`src/rtl/core/ffha_ram.sv`:
```
`default_nettype none
module ffha_ram #(
  parameter int unsigned Width = 8,
  parameter int unsigned Depth = 32
) (
  input  wire logic                     clk_i,
  input  wire logic                     we_i,
  input  wire logic [$clog2(Depth)-1:0] waddr_i,
  input  wire logic [Width-1:0]         wdata_i,
  input  wire logic [$clog2(Depth)-1:0] raddr_i,
  output logic      [Width-1:0]         rdata_o
);

  logic [Width-1:0] mem [Depth];

  always_ff @(posedge clk_i) begin
    if (we_i) begin
      mem[waddr_i] <= wdata_i;
    end
    rdata_o <= mem[raddr_i];
  end

endmodule
`default_nettype wire

```
`config.mk`:
```
export PLATFORM = sky130hd
export DESIGN_NAME = ffha_ram
export DESIGN_NICKNAME = d
export VERILOG_FILES = /design/src/rtl/core/ffha_ram.sv
export SDC_FILE = /design/constraint.sdc
export NUM_CORES = 1
export LEC_CHECK = 0
export BUFFER_PORTS_ARGS = -buffer_cell sky130_fd_sc_hd__buf_2
export CORE_MARGIN = 4
export CORE_UTILIZATION = 55
export CTS_CLUSTER_DIAMETER = 80
export DETAILED_ROUTE_END_ITERATION = 10
export GPL_TIMING_DRIVEN = 0
export PLACE_DENSITY = 0.85
export SLEW_MARGIN = 20
export SYNTH_ARGS = -nofsm -noshare
export SYNTH_HDL_FRONTEND = slang
export SYNTH_SLANG_ARGS = --single-unit
```
`constraint.sdc`:
```
create_clock -name clk_i -period 2.1 [get_ports clk_i]
set_clock_uncertainty 0.05 [all_clocks]
set_input_delay 0.42 -clock clk_i [delete_from_list [all_inputs] [get_ports clk_i]]
set_output_delay 0.42 -clock clk_i [all_outputs]
set_load 0.01 [all_outputs]
```
Word level (Yosys, flattened, before mapping)
Memories as Yosys holds them, arrays and structs flattened. A register that Yosys moved wholly into a read port is not among the register bits.
Index checks and enable logic that the tools add are counted.
- bits in read-only memories: 0
- memory bits (writable): 256
- bits in latches: 0
- bits in registers: 0
- memories kept: 1
- input port bits: 20
- memory list (memory ; depth ; width ; rd ports ; clocked after Yosys merged registers in ; wr ports ; line ; RTL):
    mem ; 32 ; 8 ; 1 ; 1 ; 1 ; 14 ; logic [Width-1:0] mem [Depth];
- reductions and logical operators: 0
- shift-type cells: 0
- multiply operators: 0
- bitwise operators: 0
- multiplexer cells: 2
- add/sub/neg operators: 0
- equality and inequality tests: 0
- order comparisons: 0
- div/mod/pow operators: 0
- operator list (cell ; count):
    $mux 1 ; 2

Longest topological paths before layout
Gate-level depths: netlist of run 1.
- word-level depth: 2
- depth in mapped cells: 5
- gate-level depth less buffers: 3

Worst setup path after synthesis of run 1
OpenSTA, ideal clock, no wires.
- path type: input -> register
- start point: input port raddr_i[2]
- end point: register rdata_o[0], read port of mem
- path buffers: 2
- stages on the path: 5
- setup slack: -172 ps
- arrival: 2102 ps
- data required time: 1929 ps
- library setup time: 121 ps
- path through: clkbuf_1 -> clkbuf_1 -> mux4_2 -> mux4_2 -> mux2_2
- RTL lines (element ; line ; RTL):
    from (decl) ; 10 ; input wire logic [$clog2(Depth)-1:0] raddr_i,
    to (decl) ; 11 ; output logic [Width-1:0] rdata_o

==> results.json, run 1 <==
{
  "status": "finished, final reports clean",
  "drc": 0,
  "number_of_global_route_vias_before_repair": 4766,
  "power.density_cell_area_nw_per_um2": 939,
  "die-width_um": 143,
  "post_cts_hold_buffer_count": 0,
  "grt_usage_pct": 20.8,
  "number_of_antenna_violations_at_the_first_check_in_global_routing": 0,
  "vdd.ir_drop.worst_uv": 840,
  "synth_top_area_cell": "sky130_fd_sc_hd__edfxtp_1",
  "finish.instance_area_um2": 11300,
  "dp_hpwl_um": 12600,
  "drive_above_1_share_pct": 33.1,
  "dpl.cell_count": 668,
  "final_total_power_mw": 10.6,
  "detail_route.vias_per_cell": 6.38,
  "htreeDepth": 1,
  "final_hold_viol_count": 0,
  "clock_tree.root_cell": "sky130_fd_sc_hd__clkbuf_16",
  "initial_cell_density_of_the_core_pct": 56.0,
  "final.min_clock_period_ns": 1.91,
  "clk_transition_reported_paths_ns": 0.06,
  "reg2reg_from": "mem[23][1]",
  "p_leak_nw": 3.52,
  "synth_warnings": 0,
  "postCtsSetupRepairBufs": 0,
  "total_die_area_um2": 20500,
  "antennaDiodeCount": 0,
  "io_pins": 28,
  "core-area_um2": 18000,
  "switch_pwr_mw": 2.18,
  "netlist.area_leader.share_pct": 76.5,
  "drt_first_pass_iters": 5,
  "synth_ff_type": "sky130_fd_sc_hd__edfxtp_1",
  "timing_worst_slew_pin_value_ns": 0.821,
  "ys_async_sr_fraction_pct": 0,
  "grt_setup_unrepaired": "false",
  "synthesis.area_um2": 10100,
  "rows": 49,
  "internal_power_consumption_mw": 8.44,
  "postCtsResizedCells": 0,
  "reg2reg_setup_slack_ns": 0.19,
  "setup_viol": 0,
  "clockPowerShare_pct": 39.1,
  "layout_net_count": 486,
  "tritoncts_num_sinks": 264,
  "maximum_clock_frequency_mhz": 524,
  "hold_slack_ns": 0.392,
  "routed-via-count": 4547,
  "most_repeated_cell_in_the_gate_level_netlist_after_synthesis": "sky130_fd_sc_hd__edfxtp_1",
  "drv_cap": 0,
  "worst_r2r_path_depth": 3,
  "finalWorstSetupSlack_ns": 0.190,
  "timing.max_slew.rel_slack_pct": 45.1,
  "detailedRoute.firstIterationViolations": 460,
  "grt_max_degree": 33,
  "grt_overflow": 0,
  "finalCritPeriodShare_pct": 90.9,
  "layout.cells.non_filler": 713,
  "grt_first_pass_wirelength_um": 30700,
  "areaGrowthSynthToFinish_pct": 12.4,
  "chipHeight_um": 143,
  "power_switching_share_pct": 20.5,
  "synth.cells.most_frequent": "sky130_fd_sc_hd__edfxtp_1, sky130_fd_sc_hd__mux4_2, sky130_fd_sc_hd__nor2_1",
  "tns_ns": 0,
  "tritoncts_clock_tree": "done",
  "worst-endpoint-required_ns": 2.44,
  "numPortBuffers": 22,
  "ys_seq_area_share_pct": 78.1,
  "totalWireLength_um": 20400,
  "timing.critical_path.from_type": "flop",
  "post-place-ws_ns": -0.287,
  "hold-path-cell-count": 2,
  "final_core_utilization_pct": 62.9,
  "ys_top_cells_by_area": "sky130_fd_sc_hd__edfxtp_1, sky130_fd_sc_hd__mux4_2, sky130_fd_sc_hd__dfxtp_1, sky130_fd_sc_hd__nor2_1, sky130_fd_sc_hd__mux2_2",
  "cts_buffers": 25,
  "critical_path_peak_fanout": 1,
  "min_delay_worst_endpoint": "rdata_o[3]",
  "maxSlewViolCount": 0,
  "seq_power_share_pct": 55.4,
  "worst_skew_pair.late_latency_ns": 0.51,
  "synth_edf_count": 256,
  "filler_cell_count": 1146,
  "ys_seq_elements": 264,
  "routedWlPerCell_um": 28.6,
  "postSynthCellCount": 417,
  "avgSynthCellArea_um2": 24.1,
  "synthesis.nets": 437,
  "dpl_cell_area_um2": 10600,
  "worst_setup_path_end_kind": "flop",
  "netlist-cell-type-count": 15,
  "worstReg2RegEnd": "rdata_o[1]",
  "setup.worst_path.class": "flop to flop",
  "hold_path.startpoint": "raddr_i[3]",
  "min-delay-path-class": "input port to flop",
  "combPwrFrac_pct": 5.5,
  "clk_path_buf_depth": 3,
  "place_congestion": 0.792,
  "crit_arrival_ns": 2.25,
  "ant_nets": 0
}
-- placed cells by master (no fill, tap or decap), types with 2 or more instances in the layout --
cell | synthesis | routed
sky130_fd_sc_hd__or3b_2 | 3 | 3
sky130_fd_sc_hd__clkbuf_16 | 0 | 25
sky130_fd_sc_hd__buf_1 | 6 | 2
sky130_fd_sc_hd__nor2_1 | 33 | 33
sky130_fd_sc_hd__edfxtp_1 | 256 | 256
sky130_fd_sc_hd__clkinv_2 | 0 | 2
sky130_fd_sc_hd__buf_2 | 1 | 25
sky130_fd_sc_hd__mux4_2 | 80 | 80
sky130_fd_sc_hd__nand3_1 | 2 | 2
sky130_fd_sc_hd__buf_12 | 0 | 6
sky130_fd_sc_hd__nand3b_1 | 5 | 5
sky130_fd_sc_hd__clkinv_1 | 0 | 8
sky130_fd_sc_hd__buf_4 | 6 | 2
sky130_fd_sc_hd__clkbuf_1 | 6 | 8
sky130_fd_sc_hd__mux2_2 | 8 | 8
sky130_fd_sc_hd__dfxtp_1 | 8 | 8
sky130_fd_sc_hd__clkbuf_4 | 0 | 3
-- power groups by stage --
stage	combinational (mW)	clock, mW	sequential, mW
floorplan	0.336	0	6.00
global placement	0.550	0	5.98
detailed placement	0.576	0	5.99
CTS	0.587	4.19	5.88
global route	0.621	4.44	5.88
finish	0.585	4.15	5.88
-- registers in the layout, summed over array words and instances (netlist names) --
register  cells
mem         256
rdata_o       8
-- metal layers --
| metal | wire length, um | GRT usage (%) | vias up |
|---|---|---|---|
| met5 | 0 | 0 | - |
| met2 | 10200 | 33.6 | 219 |
| met4 | 474 | 5.45 | 0 |
| met1 | 8160 | 30.1 | 2414 |
| met3 | 1610 | 3.72 | 39 |
| li1 | - | - | 1875 |
-- area by class of cell --
cell class | count | area (um2) | area share, %
Sequential cell | 264 | 7850 | 69.4
Multi-Input combinational cell | 133 | 2100 | 18.6
Clock buffer | 31 | 648 | 5.73
Tap cell | 229 | 287 | 2.54
Buffer | 20 | 208 | 1.84
Timing Repair Buffer | 22 | 110 | 0.974
Clock inverter | 14 | 103 | 0.908
-- critical path: stages, from the launching register on --
cell and delay [ns]:
sky130_fd_sc_hd__edfxtp_1 0.38, sky130_fd_sc_hd__mux4_2 0.52, sky130_fd_sc_hd__mux4_2 0.54, sky130_fd_sc_hd__mux2_2 0.30
-- logic make-up after synthesis --
| logic type | synth area share [%] |
|---|---|
| AND/OR/NAND/NOR | 2.07 |
| flip-flops | 78.1 |
| buffers and inverters | 1.06 |
| multiplexers | 18.8 |
-- worst max path at each step --
| stage | start | cells after the start | to | slack, ns |
|---|---|---|---|---|
| after floorplan | raddr_i[0] | 5 | rdata_o[0] | 0.005 |
| after global placement | raddr_i[2] | 5 | rdata_o[3] | -0.26 |
| after detailed placement | waddr_i[1] | 4 | mem[28][3] | -0.29 |
| after CTS | mem[18][1] | 3 | rdata_o[1] | 0.19 |
| after global routing | waddr_i[1] | 4 | mem[16][2] | 0.15 |
| final | mem[23][1] | 3 | rdata_o[1] | 0.19 |
Note: power is estimated with default switching activity, not from simulation.
==> run 2, diff against run 1 <==
--- a/config.mk
+++ b/config.mk
@@ -6,11 +6,13 @@
 export NUM_CORES = 1
 export LEC_CHECK = 0
 export BUFFER_PORTS_ARGS = -buffer_cell sky130_fd_sc_hd__buf_2
+export CORE_ASPECT_RATIO = 0.8
 export CORE_MARGIN = 4
 export CORE_UTILIZATION = 55
 export CTS_CLUSTER_DIAMETER = 80
 export DETAILED_ROUTE_END_ITERATION = 10
 export GPL_TIMING_DRIVEN = 0
+export MAX_ROUTING_LAYER = met4
 export PLACE_DENSITY = 0.85
 export SLEW_MARGIN = 20
 export SYNTH_ARGS = -nofsm -noshare
==> results.json, run 2 (synthesis results as in run 1) <==
{
  "status": "finished, final reports clean",
  "drc": 0,
  "place_congestion": 0.818,
  "number_of_antenna_violations_at_the_first_check_in_global_routing": 0,
  "timing_worst_slew_pin_value_ns": 0.830,
  "routed-via-count": 4585,
  "crit_arrival_ns": 2.29,
  "highest_count_cells_in_the_layout_ignoring_fill_and_taps": "sky130_fd_sc_hd__edfxtp_1, sky130_fd_sc_hd__mux4_2, sky130_fd_sc_hd__nor2_1",
  "regArea_um2": 7850,
  "detailedRoute.firstIterationViolations": 680,
  "number_of_global_route_vias_before_repair": 4653,
  "timing.critical_path.from_type": "input port",
  "core-area_um2": 17600,
  "tritoncts_clock_tree": "done",
  "maxSlewViolCount": 0,
  "clk_transition_reported_paths_ns": 0.07,
  "largest_registers": "mem: 256 flops, rdata_o: 8 flops",
  "final.min_clock_period_ns": 1.96,
  "drv_cap": 0,
  "numPortBuffers": 22,
  "post-place-ws_ns": -0.357,
  "postCtsResizedCells": 0,
  "drt_first_pass_iters": 6,
  "final_hold_viol_count": 0,
  "grt_setup_unrepaired": "false",
  "finalWorstSetupSlack_ns": 0.143,
  "worst_setup_path_end_kind": "flop",
  "maximum_clock_frequency_mhz": 511,
  "dpl_cell_area_um2": 10500,
  "flip_flop_count_of_the_largest_register_after_layout": 256,
  "worst_skew_pair.late_latency_ns": 0.51,
  "tritoncts_num_sinks": 264,
  "die-width_um": 159,
  "dpl.cell_count": 664,
  "chipHeight_um": 129,
  "register_bank_with_the_most_flops": "mem",
  "drive_above_1_share_pct": 32.7,
  "grt_max_degree": 33,
  "postCtsSetupRepairBufs": 0,
  "grt_overflow": 0,
  "clock_tree.root_cell": "sky130_fd_sc_hd__clkbuf_16",
  "grt_usage_pct": 21.1,
  "clk_path_buf_depth": 3,
  "dp_hpwl_um": 12800,
  "areaGrowthSynthToFinish_pct": 12.2,
  "hold_slack_ns": 0.383,
  "ant_nets": 0,
  "multi_input_area_um2": 2100,
  "layout_net_count": 485,
  "setup_viol": 0,
  "vdd.ir_drop.worst_uv": 782,
  "layout.cells.non_filler": 708,
  "total_die_area_um2": 20500,
  "io_pins": 28,
  "htreeDepth": 1,
  "power.density_cell_area_nw_per_um2": 938,
  "totalWireLength_um": 20500,
  "p_leak_nw": 3.52,
  "detail_route.vias_per_cell": 6.48,
  "min-delay-path-class": "input port to flop",
  "post_cts_hold_buffer_count": 0,
  "setup.worst_path.class": "input port to flop",
  "antennaDiodeCount": 0,
  "finalCritPeriodShare_pct": 93.2,
  "rows": 43,
  "filler_cell_count": 1144,
  "worst-endpoint-required_ns": 2.44,
  "critical_path_peak_fanout": 10,
  "grt_first_pass_wirelength_um": 30600,
  "routedWlPerCell_um": 28.9,
  "cts_buffers": 24,
  "mostFrequentLayoutCell": "sky130_fd_sc_hd__edfxtp_1",
  "initial_cell_density_of_the_core_pct": 57.0,
  "timing.max_slew.rel_slack_pct": 44.5,
  "finish.instance_area_um2": 11300
}
run 2: changes by cell type in the layout (fill, tap and decap cells not counted), sizes merged:
| cell | change |
|---|---|
| clkbuf | +2 |
| clkinv | -2 |
| clkinvlp | -1 |
run 2: power breakdown:
part	switching [mW]	total, mW	internal (mW)
Clock	1.80	4.11	2.31
Sequential	0.0210	5.88	5.86
Combinational	0.329	0.588	0.258
run 2: worst max-delay path: stages:
cell                       delay (ns)
sky130_fd_sc_hd__clkbuf_2        0.26
sky130_fd_sc_hd__buf_2           0.35
sky130_fd_sc_hd__mux4_2          0.40
sky130_fd_sc_hd__mux4_2          0.52
sky130_fd_sc_hd__mux2_2          0.31
run 2: layer usage:
layer	global-route usage [%]	wire length [um]	vias to the layer above
met3	6.98	2420	23
li1	-	-	1875
met2	30.2	9310	260
met5	-	0	-
met4	3.37	253	0
met1	30.8	8490	2427
run 2: area by class of cell:
cell class | count | share of cell area, %
Clock buffer | 33 | 5.81
Timing Repair Buffer | 22 | 0.976
Multi-Input combinational cell | 133 | 18.6
Tap cell | 225 | 2.50
Sequential cell | 264 | 69.6
Buffer | 20 | 1.84
Clock inverter | 11 | 0.688
run 2: path summary, 6_finish.rpt:
| kind | from | to | slack (ns) | cells past startpoint |
|---|---|---|---|---|
| worst min register to register | mem[23][3] | rdata_o[3] | 0.86 | 3 |
| worst max register to register | mem[15][2] | rdata_o[2] | 0.20 | 3 |
| worst min-delay path | raddr_i[3] | rdata_o[3] | 0.38 | 2 |
| worst max-delay path | raddr_i[2] | rdata_o[2] | 0.14 | 5 |
run 2: metrics by stage:
stage,power (mW),TNS (ns),utilization [%]
6_report,10.6,0,63.9
5_1_grt,10.9,0,63.9
4_1_cts,10.6,0,63.9
3_5_place_dp,6.57,-21.57,59.8
3_3_place_gp,6.54,-16.20,59.8
2_1_floorplan,6.33,0,-
